===== src/sv/tpcu_pkg.sv =====
// Shared widths, codes and the note translation for the pattern cell unpacker.
`default_nettype none
package tpcu_pkg;

   localparam int ByteW   = 8;
   localparam int VolumeW = 9;
   localparam int RowW    = 8;
   localparam int ColumnW = 6;
   localparam int ChanCfgW = 7;
   localparam int RowCfgW  = 9;
   localparam int CsrIdxW  = 1;
   localparam int CsrDataW = 9;
   localparam int MaskW    = 5;

   localparam int DefMaxChannels = 64;
   localparam int DefMaxRows     = 256;

   // register indexes
   localparam logic [CsrIdxW-1:0] CSR_CHANNEL_COUNT = 1'd0;
   localparam logic [CsrIdxW-1:0] CSR_ROW_COUNT     = 1'd1;

   localparam logic [ChanCfgW-1:0] CHAN_CFG_RESET = 7'd4;
   localparam logic [RowCfgW-1:0]  ROW_CFG_RESET  = 9'd64;

   localparam logic [ByteW-1:0] NOTE_NONE     = 8'd255;
   localparam logic [ByteW-1:0] NOTE_OFF      = 8'd120;
   localparam logic [6:0]       NOTE_OFF_CODE = 7'h61;
   localparam logic [ByteW-1:0] INST_NONE     = 8'd255;
   localparam logic [ByteW-1:0] MACHINE_EMPTY = 8'd255;
   localparam logic [ByteW-1:0] VOL_LOW       = 8'h10;
   localparam logic [ByteW-1:0] VOL_HIGH      = 8'h50;
   localparam logic [MaskW-1:0] MASK_ALL_BUT_NOTE = 5'h1e;

   // Map a raw note byte to the output note code.
   function automatic logic [ByteW-1:0] translate_note(input logic [ByteW-1:0] raw);
      logic [ByteW-1:0] n;
      n = {1'b0, raw[6:0]};
      if (n == '0)                          return NOTE_NONE;
      else if (n[6:0] == NOTE_OFF_CODE)     return NOTE_OFF;
      else if (n >= 8'd30)                  return n - 8'd30;
      else if (n >= 8'd18)                  return n - 8'd18;
      else if (n >= 8'd6)                   return n - 8'd6;
      else                                  return n + 8'd6;
   endfunction

endpackage
`default_nettype wire


===== src/sv/tpcu_ifs.sv =====
// Channel interfaces: packed byte input, unpacked cell output, register write port.
`default_nettype none
interface tpcu_req_if import tpcu_pkg::*;
   ();
   logic             valid;
   logic             ready;
   logic [ByteW-1:0] data_byte;
   modport source (output valid, output data_byte, input ready);
   modport sink   (input valid, input data_byte, output ready);
endinterface

interface tpcu_rsp_if import tpcu_pkg::*;
   ();
   logic               valid;
   logic               ready;
   logic [ByteW-1:0]   note;
   logic [ByteW-1:0]   instrument;
   logic [ByteW-1:0]   machine;
   logic [VolumeW-1:0] volume;
   logic [ByteW-1:0]   effect_command;
   logic [ByteW-1:0]   effect_parameter;
   logic [RowW-1:0]    row;
   logic [ColumnW-1:0] column;
   logic               last_in_pattern;
   modport source (output valid, output note, output instrument, output machine,
                   output volume, output effect_command, output effect_parameter,
                   output row, output column, output last_in_pattern, input ready);
   modport sink   (input valid, input note, input instrument, input machine,
                   input volume, input effect_command, input effect_parameter,
                   input row, input column, input last_in_pattern, output ready);
endinterface

interface tpcu_csr_if import tpcu_pkg::*;
   ();
   logic                valid;
   logic                ready;
   logic [CsrIdxW-1:0]  index;
   logic [CsrDataW-1:0] data;
   modport source (output valid, output index, output data, input ready);
   modport sink   (input valid, input index, input data, output ready);
endinterface
`default_nettype wire


===== src/sv/tracker_pattern_cell_unpacker.sv =====
// Top level: packed pattern byte stream to one translated entry per cell.
// Usage
//   req_bus : one packed pattern byte per word. A cell starts with either a
//             mask byte (bit 7 set, bits 0..4 flag note, instrument, volume,
//             command, parameter) or a plain note byte (all four others follow).
//   rsp_bus : one word per completed cell, tagged with row, column and a
//             last-in-pattern flag. Bytes that do not finish a cell give none.
//   csr_bus : index 0 writes channel_count, index 1 writes row_count. Always
//             ready; write only while no cell is partly received or pending.
// Timing
//   A byte is taken every cycle while the output is not stalled. The byte
//   that completes a cell loads the output register at the edge that takes
//   it, so its entry can be taken in the next cycle.
// Reset
//   Synchronous, active high: counters at row 0 column 0, no partial cell,
//   registers back to 4 channels and 64 rows, output empty.
// Stall
//   While the output word waits, req_bus stays ready only if it is taken in
//   the same cycle; otherwise input bytes hold.
`default_nettype none
module tracker_pattern_cell_unpacker import tpcu_pkg::*; #(
   parameter int MAX_CHANNELS = DefMaxChannels,
   parameter int MAX_ROWS     = DefMaxRows
) (
   input  wire logic    clock,
   input  wire logic    reset,
   tpcu_req_if.sink     req_bus,
   tpcu_rsp_if.source   rsp_bus,
   tpcu_csr_if.sink     csr_bus
);

   // configuration
   logic [ChanCfgW-1:0] chan_cfg_ff;
   logic [RowCfgW-1:0]  row_cfg_ff;

   // cell assembly state; a nonzero mask means a cell is in progress
   logic [MaskW-1:0]   mask_ff, mask_in;
   logic [ByteW-1:0]   note_ff, note_in;
   logic [ByteW-1:0]   inst_ff, inst_in;
   logic [ByteW-1:0]   vol_ff, vol_in;
   logic [ByteW-1:0]   cmd_ff, cmd_in;
   logic [RowW-1:0]    row_ff, row_in;
   logic [ColumnW-1:0] col_ff, col_in;

   // output register
   logic               rsp_valid_ff, rsp_valid_in;
   logic [ByteW-1:0]   o_note_ff, o_inst_ff, o_mach_ff, o_cmd_ff, o_param_ff;
   logic [VolumeW-1:0] o_vol_ff;
   logic [RowW-1:0]    o_row_ff;
   logic [ColumnW-1:0] o_col_ff;
   logic               o_last_ff;

   logic               req_fire;
   logic               first_byte;
   logic               emit;
   logic [ByteW-1:0]   b;
   logic [ByteW-1:0]   param;
   logic [ByteW-1:0]   note_t;
   logic [ByteW-1:0]   inst_t;
   logic [VolumeW-1:0] vol_t;
   logic [6:0]         vol_off;
   logic [ByteW-1:0]   mach_t;
   logic               last_t;
   logic [ChanCfgW-1:0] chans;
   logic [RowCfgW-1:0]  rows;
   logic [ChanCfgW-1:0] col_next;
   logic [RowCfgW-1:0]  row_next;

   assign csr_bus.ready = 1'b1;
   assign req_bus.ready = !rsp_valid_ff || rsp_bus.ready;
   assign req_fire      = req_bus.valid && req_bus.ready;
   assign b             = req_bus.data_byte;
   assign first_byte    = (mask_ff == '0);

   // clamp the configured limits into 1..MAX
   always_comb begin
      if (chan_cfg_ff == '0)                          chans = ChanCfgW'(1);
      else if (chan_cfg_ff > ChanCfgW'(MAX_CHANNELS)) chans = ChanCfgW'(MAX_CHANNELS);
      else                                            chans = chan_cfg_ff;
      if (row_cfg_ff == '0)                           rows = RowCfgW'(1);
      else if (row_cfg_ff > RowCfgW'(MAX_ROWS))       rows = RowCfgW'(MAX_ROWS);
      else                                            rows = row_cfg_ff;
   end

   // field capture: first byte opens a cell, later bytes fill in flag order
   always_comb begin
      mask_in = mask_ff;
      note_in = note_ff;
      inst_in = inst_ff;
      vol_in  = vol_ff;
      cmd_in  = cmd_ff;
      param   = '0;
      if (first_byte) begin
         inst_in = INST_NONE;
         vol_in  = '0;
         cmd_in  = '0;
         if (b[7]) begin
            note_in = '0;
            mask_in = b[MaskW-1:0];
         end else begin
            note_in = b;
            mask_in = MASK_ALL_BUT_NOTE;
         end
      end else if (mask_ff[0]) begin
         note_in    = b;
         mask_in[0] = 1'b0;
      end else if (mask_ff[1]) begin
         inst_in    = b;
         mask_in[1] = 1'b0;
      end else if (mask_ff[2]) begin
         vol_in     = b;
         mask_in[2] = 1'b0;
      end else if (mask_ff[3]) begin
         cmd_in     = b;
         mask_in[3] = 1'b0;
      end else begin
         param   = b;
         mask_in = '0;
      end
   end

   assign emit = (mask_in == '0);

   // translate the completed cell
   always_comb begin
      note_t  = translate_note(note_in);
      inst_t  = (note_t == NOTE_OFF) ? INST_NONE : inst_in;
      vol_off = 7'(vol_in - VOL_LOW);
      if (vol_in >= VOL_LOW && vol_in <= VOL_HIGH) vol_t = {vol_off, 2'b00};
      else                                         vol_t = '0;
      mach_t  = (note_t == NOTE_NONE && cmd_in == '0 && param == '0 &&
                 inst_t == INST_NONE && vol_t == '0) ? MACHINE_EMPTY : '0;
      last_t  = ({1'b0, col_ff} == chans - ChanCfgW'(1)) &&
                ({1'b0, row_ff} == rows - RowCfgW'(1));
   end

   // advance position, wrap at the end of a row and of the pattern
   always_comb begin
      col_next = {1'b0, col_ff} + ChanCfgW'(1);
      row_next = {1'b0, row_ff} + RowCfgW'(1);
      col_in   = col_ff;
      row_in   = row_ff;
      if (col_next >= chans) begin
         col_in = '0;
         row_in = (row_next >= rows) ? '0 : row_next[RowW-1:0];
      end else begin
         col_in = col_next[ColumnW-1:0];
      end
   end

   always_comb begin
      rsp_valid_in = rsp_valid_ff;
      if (rsp_bus.ready) rsp_valid_in = 1'b0;
      if (req_fire && emit) rsp_valid_in = 1'b1;
   end

   always_ff @(posedge clock) begin
      if (reset) begin
         chan_cfg_ff  <= CHAN_CFG_RESET;
         row_cfg_ff   <= ROW_CFG_RESET;
         mask_ff      <= '0;
         row_ff       <= '0;
         col_ff       <= '0;
         rsp_valid_ff <= 1'b0;
      end else begin
         if (csr_bus.valid) begin
            case (csr_bus.index)
               CSR_CHANNEL_COUNT: chan_cfg_ff <= csr_bus.data[ChanCfgW-1:0];
               CSR_ROW_COUNT:     row_cfg_ff  <= csr_bus.data;
               default: ;
            endcase
         end
         if (req_fire) begin
            mask_ff <= mask_in;
            if (emit) begin
               row_ff <= row_in;
               col_ff <= col_in;
            end
         end
         rsp_valid_ff <= rsp_valid_in;
      end
   end

   // held fields and output payload
   always_ff @(posedge clock) begin
      if (req_fire) begin
         note_ff <= note_in;
         inst_ff <= inst_in;
         vol_ff  <= vol_in;
         cmd_ff  <= cmd_in;
         if (emit) begin
            o_note_ff  <= note_t;
            o_inst_ff  <= inst_t;
            o_mach_ff  <= mach_t;
            o_vol_ff   <= vol_t;
            o_cmd_ff   <= cmd_in;
            o_param_ff <= param;
            o_row_ff   <= row_ff;
            o_col_ff   <= col_ff;
            o_last_ff  <= last_t;
         end
      end
   end

   assign rsp_bus.valid            = rsp_valid_ff;
   assign rsp_bus.note             = o_note_ff;
   assign rsp_bus.instrument       = o_inst_ff;
   assign rsp_bus.machine          = o_mach_ff;
   assign rsp_bus.volume           = o_vol_ff;
   assign rsp_bus.effect_command   = o_cmd_ff;
   assign rsp_bus.effect_parameter = o_param_ff;
   assign rsp_bus.row              = o_row_ff;
   assign rsp_bus.column           = o_col_ff;
   assign rsp_bus.last_in_pattern  = o_last_ff;

   // the last cell of a pattern sends both counters back to the origin
   a_wrap_after_last: assert property (@(posedge clock) disable iff (reset)
      req_fire && emit && last_t |=> row_ff == '0 && col_ff == '0)
      else $error("position did not wrap after last cell");

   // a plain note byte opens a cell expecting the four remaining fields
   a_plain_note_mask: assert property (@(posedge clock) disable iff (reset)
      req_fire && first_byte && !b[7] |=> mask_ff == MASK_ALL_BUT_NOTE)
      else $error("plain note byte did not load full field mask");

   // an empty cell carries no note, no instrument and no volume
   a_empty_cell: assert property (@(posedge clock) disable iff (reset)
      rsp_valid_ff && o_mach_ff == MACHINE_EMPTY |->
         o_note_ff == NOTE_NONE && o_inst_ff == INST_NONE && o_vol_ff == '0)
      else $error("empty cell flag with content");

   // note-off never carries an instrument
   a_note_off_inst: assert property (@(posedge clock) disable iff (reset)
      rsp_valid_ff && o_note_ff == NOTE_OFF |-> o_inst_ff == INST_NONE)
      else $error("note-off with instrument");

endmodule
`default_nettype wire


===== src/flat_wrapper.sv =====
// flat-port wrapper written by rule: the top's interface ports become plain ports
module tracker_pattern_cell_unpacker_flat import tpcu_pkg::*;
#(
   parameter int MAX_CHANNELS = DefMaxChannels,
   parameter int MAX_ROWS     = DefMaxRows
)
  (clock, reset, req_bus_valid, req_bus_data_byte, req_bus_ready, rsp_bus_valid, rsp_bus_note, rsp_bus_instrument, rsp_bus_machine, rsp_bus_volume, rsp_bus_effect_command, rsp_bus_effect_parameter, rsp_bus_row, rsp_bus_column, rsp_bus_last_in_pattern, rsp_bus_ready, csr_bus_valid, csr_bus_index, csr_bus_data, csr_bus_ready);
  tpcu_req_if req_bus_i ();
  tpcu_rsp_if rsp_bus_i ();
  tpcu_csr_if csr_bus_i ();
  input  wire logic clock;
  input  wire logic reset;
  input wire logic [$bits(req_bus_i.valid)-1:0] req_bus_valid;
  input wire logic [$bits(req_bus_i.data_byte)-1:0] req_bus_data_byte;
  output wire logic [$bits(req_bus_i.ready)-1:0] req_bus_ready;
  output wire logic [$bits(rsp_bus_i.valid)-1:0] rsp_bus_valid;
  output wire logic [$bits(rsp_bus_i.note)-1:0] rsp_bus_note;
  output wire logic [$bits(rsp_bus_i.instrument)-1:0] rsp_bus_instrument;
  output wire logic [$bits(rsp_bus_i.machine)-1:0] rsp_bus_machine;
  output wire logic [$bits(rsp_bus_i.volume)-1:0] rsp_bus_volume;
  output wire logic [$bits(rsp_bus_i.effect_command)-1:0] rsp_bus_effect_command;
  output wire logic [$bits(rsp_bus_i.effect_parameter)-1:0] rsp_bus_effect_parameter;
  output wire logic [$bits(rsp_bus_i.row)-1:0] rsp_bus_row;
  output wire logic [$bits(rsp_bus_i.column)-1:0] rsp_bus_column;
  output wire logic [$bits(rsp_bus_i.last_in_pattern)-1:0] rsp_bus_last_in_pattern;
  input wire logic [$bits(rsp_bus_i.ready)-1:0] rsp_bus_ready;
  input wire logic [$bits(csr_bus_i.valid)-1:0] csr_bus_valid;
  input wire logic [$bits(csr_bus_i.index)-1:0] csr_bus_index;
  input wire logic [$bits(csr_bus_i.data)-1:0] csr_bus_data;
  output wire logic [$bits(csr_bus_i.ready)-1:0] csr_bus_ready;
  assign req_bus_i.valid = req_bus_valid;
  assign req_bus_i.data_byte = req_bus_data_byte;
  assign req_bus_ready = req_bus_i.ready;
  assign rsp_bus_valid = rsp_bus_i.valid;
  assign rsp_bus_note = rsp_bus_i.note;
  assign rsp_bus_instrument = rsp_bus_i.instrument;
  assign rsp_bus_machine = rsp_bus_i.machine;
  assign rsp_bus_volume = rsp_bus_i.volume;
  assign rsp_bus_effect_command = rsp_bus_i.effect_command;
  assign rsp_bus_effect_parameter = rsp_bus_i.effect_parameter;
  assign rsp_bus_row = rsp_bus_i.row;
  assign rsp_bus_column = rsp_bus_i.column;
  assign rsp_bus_last_in_pattern = rsp_bus_i.last_in_pattern;
  assign rsp_bus_i.ready = rsp_bus_ready;
  assign csr_bus_i.valid = csr_bus_valid;
  assign csr_bus_i.index = csr_bus_index;
  assign csr_bus_i.data = csr_bus_data;
  assign csr_bus_ready = csr_bus_i.ready;
  tracker_pattern_cell_unpacker #(.MAX_CHANNELS(MAX_CHANNELS), .MAX_ROWS(MAX_ROWS)) u_core (.clock(clock), .reset(reset), .req_bus(req_bus_i), .rsp_bus(rsp_bus_i), .csr_bus(csr_bus_i));
endmodule

===== config.mk =====
export PLATFORM = sky130hd
export DESIGN_NAME = tracker_pattern_cell_unpacker_flat
export DESIGN_NICKNAME = d
export VERILOG_FILES = /design/src/sv/tpcu_pkg.sv /design/src/sv/tpcu_ifs.sv /design/src/sv/tracker_pattern_cell_unpacker.sv /design/src/flat_wrapper.sv
export SDC_FILE = /design/constraint.sdc
export NUM_CORES = 1
export LEC_CHECK = 0
export BUFFER_PORTS_ARGS = -buffer_cell sky130_fd_sc_hd__buf_2
export CAP_MARGIN = 40
export CORE_MARGIN = 3
export CORE_UTILIZATION = 35
export DETAILED_ROUTE_END_ITERATION = 6
export PLACE_DENSITY_LB_ADDON = 0.25
export SLEW_MARGIN = 20
export SYNTH_ARGS = -nofsm -noshare
export SYNTH_HDL_FRONTEND = slang
export SYNTH_SLANG_ARGS = --single-unit

===== constraint.sdc =====
create_clock -name clock -period 4.32 [get_ports clock]
set_clock_uncertainty 0.1 [all_clocks]
set_input_delay 0.216 -clock clock [delete_from_list [all_inputs] [get_ports clock]]
set_output_delay 0.216 -clock clock [all_outputs]
set_load 0.005 [all_outputs]

==> Yosys cells after proc, flatten, opt, wreduce, memory -nomap -nowiden <==
Index checks and enable logic that the tools add are counted.
{ "op_classes": {"n_addsub": 9, "mul": 0, "div": 0, "order_cmp": 9, "n_eq_ne": 6, "shift": 0, "n_mux": 42, "bitwise_logic": 1, "reduce_logical": 23} }
{ "ops": {"columns": ["cell", "n"], "rows": [
  ["8-bit 2-to-1 mux", 25],
  ["7-bit 2-to-1 mux", 5],
  ["9-bit 2-to-1 mux", 3],
  ["9-bit zero test", 2],
  ["8-bit equality test (second input constant)", 2],
  ["8-bit zero test", 2],
  ["7-bit by 5-bit subtractor with 8-bit output (second input constant)", 2],
  ["7-bit by 5-bit >= comparator with 1-bit output (second input constant)", 2],
  ["7-bit zero test", 2],
  ["5-bit zero test", 2],
  ["5-bit 2-to-1 mux", 2],
  ["8-bit by 1-bit adder with 9-bit output (second input constant)", 1],
  ["8-bit by 9-bit equality test with 1-bit output", 1],
  ["9-bit >= comparator", 1],
  ["9-bit greater-than comparator (second input constant)", 1],
  ["9-bit by 1-bit subtractor with 9-bit output (second input constant)", 1],
  ["7-bit by 3-bit adder with 8-bit output (second input constant)", 1],
  ["8-bit by 7-bit equality test with 1-bit output (second input constant)", 1],
  ["8-bit by 5-bit >= comparator with 1-bit output (second input constant)", 1],
  ["8-bit by 7-bit less-or-equal comparator with 1-bit output (second input constant)", 1],
  ["1-bit logical AND", 8],
  ["7-bit by 3-bit subtractor with 8-bit output (second input constant)", 1],
  ["6-bit by 1-bit adder with 7-bit output (second input constant)", 1],
  ["6-bit by 7-bit equality test with 1-bit output", 1],
  ["other kinds (17)", 21]
]} }
{ "totals": {"reg_bits": 131, "latchBits": 0, "mem_bits_rw": 0, "romBits": 0, "inputBits": 23, "out_inout_bits": 67, "word_cells": 109, "memories": 0} }

==> Longest topological paths before layout <==
Gate-level depths: netlist of the first run.
{ "logic_depth": {"word_depth": 14, "depth_mapped": 14, "depth_no_buf": 12} }

==> Worst setup path before layout of the first run <==
Ideal clock, no wire load.
{ "synth_path": {"path_type": "flip-flop to flip-flop", "from": "reg u_core.mask_ff[2]", "to": "reg u_core.o_note_ff[5], in the netlist u_core.rsp_bus.note[5], data pin", "setup_ps": 262, "arrival_ps": 2908, "required_time_ps": 3958, "path_slack_ps": 1049, "path_stages_with_launch": 15, "n_path_buf": 3, "period_less_slack_ps": 3271, "path_cell_list": "dfxtp_1 -> buf_6 -> or4_4 -> o21ai_2 -> buf_4 -> a22oi_1 -> ha_1 -> nand2b_1 -> nor4_1 -> a31oi_1 -> o21ai_0 -> or2_1 -> buf_2 -> a311oi_2 -> mux2_1"} }
{ "synth_between": {"elab_chain_len": 8, "elab_cells_between_ends": 16, "cone_classes": "4 x add/sub; 3 x order compare; 1 x eq/ne; 6 x mux; 2 x reduce/logical"} }
{ "synth_rtl": {"columns": ["element", "line", "source"], "rows": [
  ["start, declared", "tracker_pattern_cell_unpacker.sv:37", "logic [MaskW-1:0] mask_ff, mask_in;"],
  ["start signal, assigned", "tracker_pattern_cell_unpacker.sv:174", "mask_ff <= mask_in;"],
  ["5-bit zero test (*)", "tracker_pattern_cell_unpacker.sv:73", "assign first_byte = (mask_ff == '0);"],
  ["7-bit 2-to-1 mux (*)", "tracker_pattern_cell_unpacker.sv:93", "if (first_byte) begin"],
  ["7-bit by 3-bit adder with 8-bit output, or another cell as far along", "tpcu_pkg.sv:43", "else return n + 8'd6;"],
  ["8-bit 2-to-1 mux", "tpcu_pkg.sv:42", "else if (n >= 8'd6) return n - 8'd6;"],
  ["8-bit 2-to-1 mux", "tpcu_pkg.sv:41", "else if (n >= 8'd18) return n - 8'd18;"],
  ["8-bit 2-to-1 mux", "tpcu_pkg.sv:40", "else if (n >= 8'd30) return n - 8'd30;"],
  ["8-bit 2-to-1 mux", "tpcu_pkg.sv:39", "else if (n[6:0] == NOTE_OFF_CODE) return NOTE_OFF;"],
  ["8-bit 2-to-1 mux (*)", "tpcu_pkg.sv:38", "if (n == '0) return NOTE_NONE;"],
  ["named net u_core.note_t[5]", "tracker_pattern_cell_unpacker.sv:58", "logic [ByteW-1:0] note_t;"],
  ["end signal, assigned", "tracker_pattern_cell_unpacker.sv:192", "o_note_ff <= note_t;"],
  ["end, declared", "tracker_pattern_cell_unpacker.sv:47", "logic [ByteW-1:0] o_note_ff, o_inst_ff, o_mach_ff, o_cmd_ff, o_param_ff;"]
]} }
The timed path passes the listed nets; every way through them passes the cells marked *.
A chain may end at the register's enable or synchronous reset.

==> Worst setup path after layout of the first run <==
{ "layout_path": {"from": "reg u_core.mask_ff[1]", "to": "reg u_core.o_note_ff[5], in the netlist u_core.rsp_bus.note[5], data pin"} }
The elaborated chain is that of the path after synthesis.

==> impl_metrics.yaml, run 1 <==
yosys:
  syn_inst: 682
  ys_ff_latch: 122
  synth_edf_count: 86
  async_reset_ff_share_pct: 0
  yosys_most_used_dff: "edfxtp_1"
  yosysSeqAreaShare_pct: 49.4
  ys_types: 80
  yosysWarnings: 0
  netlist_area_mm2: 0.00669
  syn_avg_cell_area_um2: 9.81
final_layout:
  fillers: 1823
  diodes: 0
  area.growth.synth_to_final_pct: 17.2
  nets: 802
  mostFrequentLayoutCells: "nand2_1 (90), buf_2 (86), edfxtp_1 (86), nor2_1 (53), a21oi_1 (38)"
  drive_gt1_share_pct: 18.6
  final_core_util_pct: 42.6
  multi_input_area_mm2: 0.00300
  final_common_cell: "nand2_1"
  design_area_mm2: 0.00784
  seq_area_mm2: 0.00330
sta:
  worst_pin_slew_ns: 0.748
  hold_viol: 0
  fin_crit_ns: 3.72
  worst_slack_ns: 0.597
  fmax_mhz: 269
  drv_slew: 0
  tns_ns: 0
  rsz0062_at_grt: "false"
  final.period_utilization_pct: 86.2
  setup_viol: 0
  relSlewSlack_pct: 50.0
floorplanning:
  core_area_mm2: 0.0184
  io_pins: 90
  std_cell_rows: 49
  initial_core_util_pct: 36.4
  die_h_um: 144
  die_w_um: 144
  dieArea_mm2: 0.0208
global_routing:
  grt_use_total_pct: 15.7
  grt_antenna_before_repair: 0
  grt_pass1_vias: 4907
  gr-total-overflow: 0
  grt_pass1_wl_mm: 25.6
  grt_max_degree: 50
placed_design:
  hpwl_mm: 11.0
  place_area_mm2: 0.00722
  dp_worst_setup_slack_ns: 0.606
  place_congestion: 0.837
  portBuffers: 86
setup_path:
  cp_top_family: "compound AO/OA/AOI/OAI gates"
  startpoint_type: "flop"
  worstPathRequired_ns: 4.38
  worstRegToRegCells: 11
  r2r-end: "u_core.rsp_bus.note[5]"
  r2r_start: "u_core.mask_ff[1]"
  reg2reg_slack_ns: 0.60
  crit_slowest_cell: "or4_4"
  arrival_ns: 3.79
  cp_max_fo: 13
  cp-end-kind: "flop"
  max_stage_delay_ns: 0.62
  crit_type: "flop to flop"
  crit_chain: "or4_4 -> o21ai_2 -> a22oi_1 -> ha_1 -> nand2b_1 -> nor4_1 -> a31oi_1 -> o21ai_0 -> or2_1 -> a311oi_2 -> mux2_1"
  crit_start: "u_core.mask_ff[1]"
  path_buf_inv: 0
route:
  dr.pass1.iters: 7
  antenna_left: 0
  vias: 5163
  drt-wirelength-per-cell_um: 15.8
  wirelength_mm: 15.7
  drc_errors: 0
  drt_iter0_drc: 392
  via_per_inst: 5.18
clocking:
  cts_tree: "done"
  cts-root-buf: "clkbuf_16"
  clk_path_buf_depth: 2
  clk_latency_ns: 0.42
  clock_sinks: 122
  post_cts_buffers: 0
  path_clk_slew_ns: 0.06
  numCtsBuffers: 17
  htree_levels: 4
pwr:
  clockPowerShare_pct: 33.9
  swShare_pct: 31.8
  sequentialPowerShare_pct: 40.8
  switching_power_mw: 1.19
  pwr-share-comb_pct: 25.3
  p_int_mw: 2.56
  peakVddDrop_uv: 269
  p_per_area_mw_per_mm2: 478
  power_leakage_nw: 3.07
run_status:
  status: "completed"
flow_run:
  maxCapViolCount: 0
worst_hold_path:
  hp-start: "rsp_bus_ready"
  hp-class: "input port to flop"
  hold_end: "u_core.rsp_bus.valid"
  hold_depth: 3
power groups by stage:
| stage | Clock (mW) | Sequential, mW | Combinational (mW) |
|---|---|---|---|
| detailed placement | 0 | 1.55 | 0.952 |
| CTS | 1.31 | 1.53 | 0.961 |
| global placement | 0 | 1.55 | 0.944 |
| finish | 1.27 | 1.53 | 0.951 |
| global route | 1.36 | 1.55 | 1.07 |
| floorplan | 0 | 1.54 | 0.693 |
what timing repair did:
| item | in CTS | in global routing |
|---|---|---|
| hold endpoints to repair | 16 | 0 |
| hold buffers | 9 | 0 |
| gates resized for setup | 0 | 0 |
metrics by stage:
stage / total power, mW / std cells / hold WS [ns]
6_report: 3.75 / 996 / 0.0204
5_1_grt: 3.98 / 996 / 0.0224
4_1_cts: 3.80 / 996 / 0.0104
3_5_place_dp: 2.50 / 955 / 0.339
3_3_place_gp: 2.50 / 954 / 0.342
2_1_floorplan: 2.23 / 683 / 0.234
tightest hold or removal path: cells and delay by family:
family                 cells  cell delay (ns)
buffers and inverters      1             0.07
and+or+nand+nor            1             0.12
AOI/OAI and AO/OA          1             0.08
how the worst max path moves through the flow:
stage | endpoint | slack, ns | cells after the start
global placement | u_core.rsp_bus.note[5] | 0.68 | 11
floorplan | u_core.rsp_bus.note[5] | 1.05 | 14
finish | u_core.rsp_bus.note[5] | 0.60 | 11
CTS | u_core.rsp_bus.note[5] | 0.61 | 11
global route | u_core.rsp_bus.note[5] | 0.39 | 11
detailed placement | u_core.rsp_bus.note[5] | 0.61 | 11
area by class of cell:
cell class	instances	share of cell area [%]
sequential	122	42.1
timing repair buffer	101	7.47
tap	229	3.65
multi-input combinational	475	38.2
clock inverter	14	1.26
clock buffer	18	5.47
inverter	37	1.80
synthesized netlist by cell type, types with 3 or more instances:
cell type / n / area (um2)
mux2i_1: 14 / 140
and3_1: 18 / 113
nand4_1: 10 / 62.6
or4_1: 4 / 30.0
nor2_1: 53 / 199
a31oi_1: 5 / 31.3
buf_2: 8 / 40.0
nor4_1: 9 / 56.3
a22o_1: 3 / 26.3
a22oi_1: 3 / 22.5
o21ai_0: 16 / 80.1
nand2b_1: 18 / 113
o21a_1: 3 / 22.5
dfxtp_1: 36 / 721
clkbuf_1: 25 / 93.8
o211ai_1: 9 / 67.6
buf_4: 11 / 82.6
a211oi_1: 5 / 37.5
nor3_1: 14 / 70.1
ha_1: 25 / 313
a21o_1: 6 / 45.0
o22ai_1: 9 / 56.3
nand3_1: 22 / 110
edfxtp_1: 86 / 2580
nand2_1: 90 / 338
nor2b_1: 7 / 43.8
xnor2_1: 17 / 149
inv_1: 31 / 116
and2_1: 6 / 37.5
inv_2: 3 / 11.3
xor2_1: 12 / 105
a21boi_0: 4 / 30.0
a21oi_1: 38 / 190
layer usage:
| layer | global-route usage (%) | vias up | share of wire (%) |
|---|---|---|---|
| met5 | 0 | - | 0 |
| met4 | 5.45 | 0 | 1.7 |
| met3 | 3.77 | 24 | 4.0 |
| met2 | 26.5 | 118 | 49 |
| met1 | 19.9 | 2417 | 46 |
| li1 | - | 2604 | - |
logic make-up (layout without fill, tap and decap cells):
family                   after synthesis  count (layout)  synth area share (%)
XOR/XNOR                              29              29                  3.80
adder cells (fa/ha/maj)               25              25                  4.68
other                                  2               3                 0.112
AND/OR/NAND/NOR                      269             269                  20.1
multiplexers                          16              16                  2.43
flip-flops                           122             122                  49.4
buffers and inverters                 86             170                  5.89
AO/OA/AOI/OAI                        133             133                  13.6
state kept, by name, indices dropped and copies added (netlist names):
name,count
u_core.chan_cfg_ff,7
u_core.cmd_ff,8
u_core.col_ff,6
u_core.inst_ff,8
u_core.mask_ff,5
u_core.note_ff,7
u_core.row_cfg_ff,9
u_core.row_ff,8
u_core.rsp_bus.column,6
u_core.rsp_bus.effect_command,8
u_core.rsp_bus.effect_parameter,8
u_core.rsp_bus.instrument,8
u_core.rsp_bus.last_in_pattern,1
u_core.rsp_bus.machine,1
u_core.rsp_bus.note,8
u_core.rsp_bus.row,8
u_core.rsp_bus.valid,1
u_core.rsp_bus.volume,7
u_core.vol_ff,8
(Power assumes the default switching activity.)
==> run 2, diff against run 1 <==
- CORE_ASPECT_RATIO: not set -> 1.4
- CORE_UTILIZATION: 35 -> 58
- MAX_ROUTING_LAYER: not set -> met4
==> run 2 against run 1 <==
  * Utilization up 28 points
  * Final area is 0.67% lower
  * Power grew 5.5%
  * Clock power is 16% higher
  * Wire length up 2.3%
  * Highest routed layer unchanged
==> impl_metrics.yaml, run 2 (same netlist as run 1, synthesis figures left out) <==
run_status:
  status: "completed"
final_layout:
  final_common_cell: "nand2_1"
  mostFrequentLayoutCells: "nand2_1 (90), buf_2 (86), edfxtp_1 (86), nor2_1 (53), a21oi_1 (38)"
  drive_gt1_share_pct: 18.8
  layout.cells.non_filler: 907
  final_core_util_pct: 70.6
  fillers: 848
  nets: 801
  diodes: 0
  largest-register: "u_core.row_cfg_ff"
  largest_reg_flops: 9
  design_area_mm2: 0.00779
  area.growth.synth_to_final_pct: 16.4
pwr:
  peakVddDrop_uv: 359
  power_leakage_nw: 3.11
  swShare_pct: 30.7
  p_per_area_mw_per_mm2: 508
  pwr-share-comb_pct: 24.2
  p_int_mw: 2.74
  clockPowerShare_pct: 37.1
  sequentialPowerShare_pct: 38.7
  power_mw: 3.96
  switching_power_mw: 1.22
floorplanning:
  std_cell_rows: 45
  initial_core_util_pct: 60.6
  die_h_um: 133
  dieArea_mm2: 0.0129
  core_area_mm2: 0.0110
  io_pins: 90
  die_w_um: 96.8
global_routing:
  gr-total-overflow: 0
  grt_antenna_before_repair: 0
  grt_pass1_vias: 5292
  grt_max_degree: 38
  grt_use_total_pct: 25.2
  grt_pass1_wl_mm: 25.5
setup_path:
  crit_slowest_cell: "or4_4"
  crit_start: "u_core.mask_ff[1]"
  cp-end-kind: "flop"
  max_stage_delay_ns: 0.63
  r2r_start: "u_core.mask_ff[1]"
  cp_max_fo: 13
  worstPathRequired_ns: 4.39
  cp_top_family: "compound AO/OA/AOI/OAI gates"
  crit_chain: "or4_4 -> o21ai_2 -> a22oi_1 -> ha_1 -> nand2b_1 -> nor4_1 -> a31oi_1 -> o21ai_0 -> or2_1 -> a311oi_2 -> mux2_1"
  crit_type: "flop to flop"
  startpoint_type: "flop"
  path_buf_inv: 0
  arrival_ns: 3.82
sta:
  rsz0062_at_grt: "false"
  fin_crit_ns: 3.76
  worst_pin_slew_ns: 0.779
  drv_slew: 0
  relSlewSlack_pct: 47.9
  worst_slack_ns: 0.563
  hold_slack_ns: 0.0356
  setup_viol: 0
  final.period_utilization_pct: 87.0
  tns_ns: 0
  hold_viol: 0
  fmax_mhz: 266
worst_hold_path:
  hp-start: "rsp_bus_ready"
  hp-class: "input port to flop"
clocking:
  clk_path_buf_depth: 2
  clock_sinks: 122
  clk_latency_ns: 0.41
  holdBufCountCts: 9
  cts-root-buf: "clkbuf_16"
  post_cts_buffers: 0
  path_clk_slew_ns: 0.06
  numCtsBuffers: 17
  cts_tree: "done"
  htree_levels: 4
  cts_resized: 0
flow_run:
  maxCapViolCount: 0
route:
  antenna_left: 0
  drt_iter0_drc: 386
  dr.pass1.iters: 5
  via_per_inst: 6.03
  drc_errors: 0
  drt-wirelength-per-cell_um: 17.7
  vias: 5473
  wirelength_mm: 16.1
placed_design:
  place_area_mm2: 0.00709
  place_congestion: 0.941
  dp.cells: 866
  dp_worst_setup_slack_ns: 0.611
  portBuffers: 86
  hpwl_mm: 11.2
[run 2: changes by cell type in the layout (fill, tap and decap cells not counted)]
| cell | change |
|---|---|
| buf_16 | -1 |
| bufinv_16 | +3 |
| clkbuf_1 | -1 |
| clkinv_1 | -1 |
| clkinv_2 | -1 |
| clkinv_4 | +2 |
| clkinvlp_4 | -4 |
| inv_6 | +1 |
| inv_8 | +1 |
[run 2: final timing paths]
check	end	depth (start not counted)	slack (ns)
min reg2reg	u_core.rsp_bus.row[5]	0	0.37
min	u_core.rsp_bus.valid	3	0.04
max reg2reg	u_core.rsp_bus.note[5]	11	0.56
max	u_core.rsp_bus.note[5]	11	0.56
[run 2: worst min-delay path, delay by kind of cell]
kind	cells	cell delay (ns)
AOI/OAI and AO/OA	1	0.08
buffers and inverters	1	0.07
and+or+nand+nor	1	0.13
[run 2: routing by layer]
layer | track usage, % | vias to the layer above | wire length (um)
li1 | - | 2601 | -
met1 | 26.0 | 2589 | 5940
met2 | 45.6 | 243 | 8670
met3 | 4.22 | 40 | 883
met4 | 12.8 | 0 | 556
met5 | - | - | 0
[run 2: power by group through the flow]
stage	clock (mW)	sequential (mW)	combinational (mW)
2_1_floorplan	0	1.54	0.693
3_3_place_gp	0	1.55	0.909
3_5_place_dp	0	1.55	0.931
4_1_cts	1.48	1.53	0.949
5_1_grt	1.53	1.55	1.05
6_report	1.47	1.53	0.957
[run 2: cell type report]
| class | instances | area, um2 | share of cell area, % |
|---|---|---|---|
| clock inverters | 15 | 188 | 2.41 |
| inverters | 37 | 141 | 1.81 |
| repair buffers | 100 | 558 | 7.16 |
| flip-flops and latches | 122 | 3300 | 42.4 |
| multi-input cells | 475 | 3000 | 38.5 |
| clock buffers | 17 | 425 | 5.46 |
| well taps | 141 | 176 | 2.26 |
==> run 3, diff against run 2 <==
- CORE_UTILIZATION: 58 -> 25
==> run 3 against run 2 <==
  * Die area is 120% higher
  * Highest routed layer unchanged
  * Sequential power hardly changed
  * Largest power group is now the clock network
  * Wire length is 14% higher
  * Non-clock buffer count is 2 higher
  * Via count is 5.1% lower
  * Critical endpoint unchanged
==> impl_metrics.yaml, run 3 (same netlist as run 1, synthesis figures left out) <==
floorplanning:
  core_area_mm2: 0.0263
  die_h_um: 200
  initial_core_util_pct: 25.5
  io_pins: 90
  std_cell_rows: 70
  die_w_um: 144
  dieArea_mm2: 0.0288
sta:
  fmax_mhz: 263
  worst_pin_slew_ns: 0.784
  setup_viol: 0
  hold_slack_ns: 0.101
  relSlewSlack_pct: 47.6
  hold_viol: 0
  drv_slew: 0
  worst_slack_ns: 0.517
  rsz0062_at_grt: "false"
  final.period_utilization_pct: 88.0
  tns_ns: 0
  fin_crit_ns: 3.80
final_layout:
  diodes: 0
  largest-register: "u_core.row_cfg_ff"
  largest_reg_flops: 9
  area.growth.synth_to_final_pct: 20.6
  drive_gt1_share_pct: 18.5
  final_common_cell: "nand2_1"
  nets: 803
  mostFrequentLayoutCells: "nand2_1 (90), buf_2 (86), edfxtp_1 (86), nor2_1 (53), a21oi_1 (38)"
  layout.cells.non_filler: 1092
clocking:
  htree_levels: 4
  cts_tree: "done"
  post_cts_buffers: 0
  path_clk_slew_ns: 0.06
  clk_path_buf_depth: 2
  numCtsBuffers: 17
  clk_latency_ns: 0.42
  cts-root-buf: "clkbuf_16"
  clock_sinks: 122
global_routing:
  gr-total-overflow: 0
  grt_max_degree: 63
  grt_pass1_wl_mm: 29.1
  grt_use_total_pct: 13.4
  grt_antenna_before_repair: 0
  grt_pass1_vias: 5260
setup_path:
  crit_chain: "or4_4 -> o21ai_2 -> a22oi_1 -> ha_1 -> nand2b_1 -> nor4_1 -> a31oi_1 -> o21ai_0 -> or2_1 -> a311oi_2 -> mux2_1"
  cp_max_fo: 13
  crit_slowest_cell: "or4_4"
  cp.depth: 11
  path_buf_inv: 0
  cp-end-kind: "flop"
  arrival_ns: 3.87
  crit_type: "flop to flop"
  r2r-end: "u_core.rsp_bus.note[5]"
  r2r_start: "u_core.mask_ff[1]"
  cp_top_family: "compound AO/OA/AOI/OAI gates"
  startpoint_type: "flop"
  worstRegToRegCells: 11
  reg2reg_slack_ns: 0.52
  worstPathRequired_ns: 4.39
  max_stage_delay_ns: 0.63
pwr:
  peakVddDrop_uv: 257
  power_leakage_nw: 3.12
  p_per_area_mw_per_mm2: 505
  power_mw: 4.08
worst_hold_path:
  hold_end: "u_core.rsp_bus.valid"
  hp-start: "rsp_bus_ready"
  hold_depth: 3
  hp-class: "input port to flop"
placed_design:
  portBuffers: 86
  hpwl_mm: 13.1
  dp_worst_setup_slack_ns: 0.546
  dp.cells: 1050
  place_congestion: 0.860
route:
  drc_errors: 0
  drt_iter0_drc: 312
  vias: 5194
  dr.pass1.iters: 4
  wirelength_mm: 18.2
  via_per_inst: 4.76
  drt-wirelength-per-cell_um: 16.7
  antenna_left: 0
flow_run:
  maxCapViolCount: 0
run_status:
  status: "completed"
-- run 3: cell types whose count changed in the layout (fill, tap and decap cells not counted), moves of 2 or more --
cell	previous run	this run
inv_6	5	1
clkinv_1	3	6
bufinv_16	3	5
clkbuf_1	0	2
clkinv_4	3	1
-- run 3: what timing repair did --
| item | in CTS | in global routing |
|---|---|---|
| setup endpoints to repair | 0 | 0 |
| hold buffers | 9 | 0 |
| hold endpoints to repair | 16 | 0 |
| resized for setup | 0 | 0 |
-- run 3: worst max-delay path by stage --
| stage | from | to | slack, ns |
|---|---|---|---|
| final | u_core.mask_ff[1] | u_core.rsp_bus.note[5] | 0.52 |
| after floorplan | u_core.mask_ff[2] | u_core.rsp_bus.note[5] | 1.05 |
| after detailed placement | u_core.mask_ff[1] | u_core.rsp_bus.note[5] | 0.55 |
| after global routing | u_core.mask_ff[1] | u_core.rsp_bus.note[5] | 0.28 |
| after global placement | u_core.mask_ff[1] | u_core.rsp_bus.note[5] | 0.59 |
| after CTS | u_core.mask_ff[1] | u_core.rsp_bus.note[5] | 0.55 |
-- run 3: routing by layer --
layer  global-route usage (%)  part of all wire [%]  vias up
li1                         -                     -     2590
met1                     14.5                    41     2467
met2                     24.1                    54      114
met3                     2.78                   3.0       23
met4                     4.94                   2.3        0
met5                        -                     0        -
-- run 3: final cells by class --
class,instances,area (um2)
inverters,37,141
clock buffers,19,433
well taps,324,405
repair buffers,102,586
flip-flops and latches,122,3300
multi-input cells,475,3000
fillers,2766,18200
clock inverters,13,199
-- run 3: per-stage QoR --
| stage | util, % | instance area (um2) |
|---|---|---|
| 2_1_floorplan | - | 6690 |
| 3_3_place_gp | 27.9 | 7320 |
| 3_5_place_dp | 27.9 | 7320 |
| 4_1_cts | 30.6 | 8050 |
| 5_1_grt | 30.7 | 8070 |
| 6_report | 30.7 | 8070 |
-- run 3: worst register-to-register path: cells and delay by family (launching register included) --
kind                       cells  cell delay (ns)
muxes                          1             0.34
DFF                            1             0.44
AOI/OAI and AO/OA              5             1.33
and+or+nand+nor                4             1.09
adders and majority gates      1             0.24
-- run 3: power breakdown --
part	leakage [nW]	internal [mW]	switching, mW
Combinational	1.72	0.379	0.607
Clock	0.300	1.02	0.534
Sequential	1.10	1.46	0.0807
Total	3.12	2.85	1.22
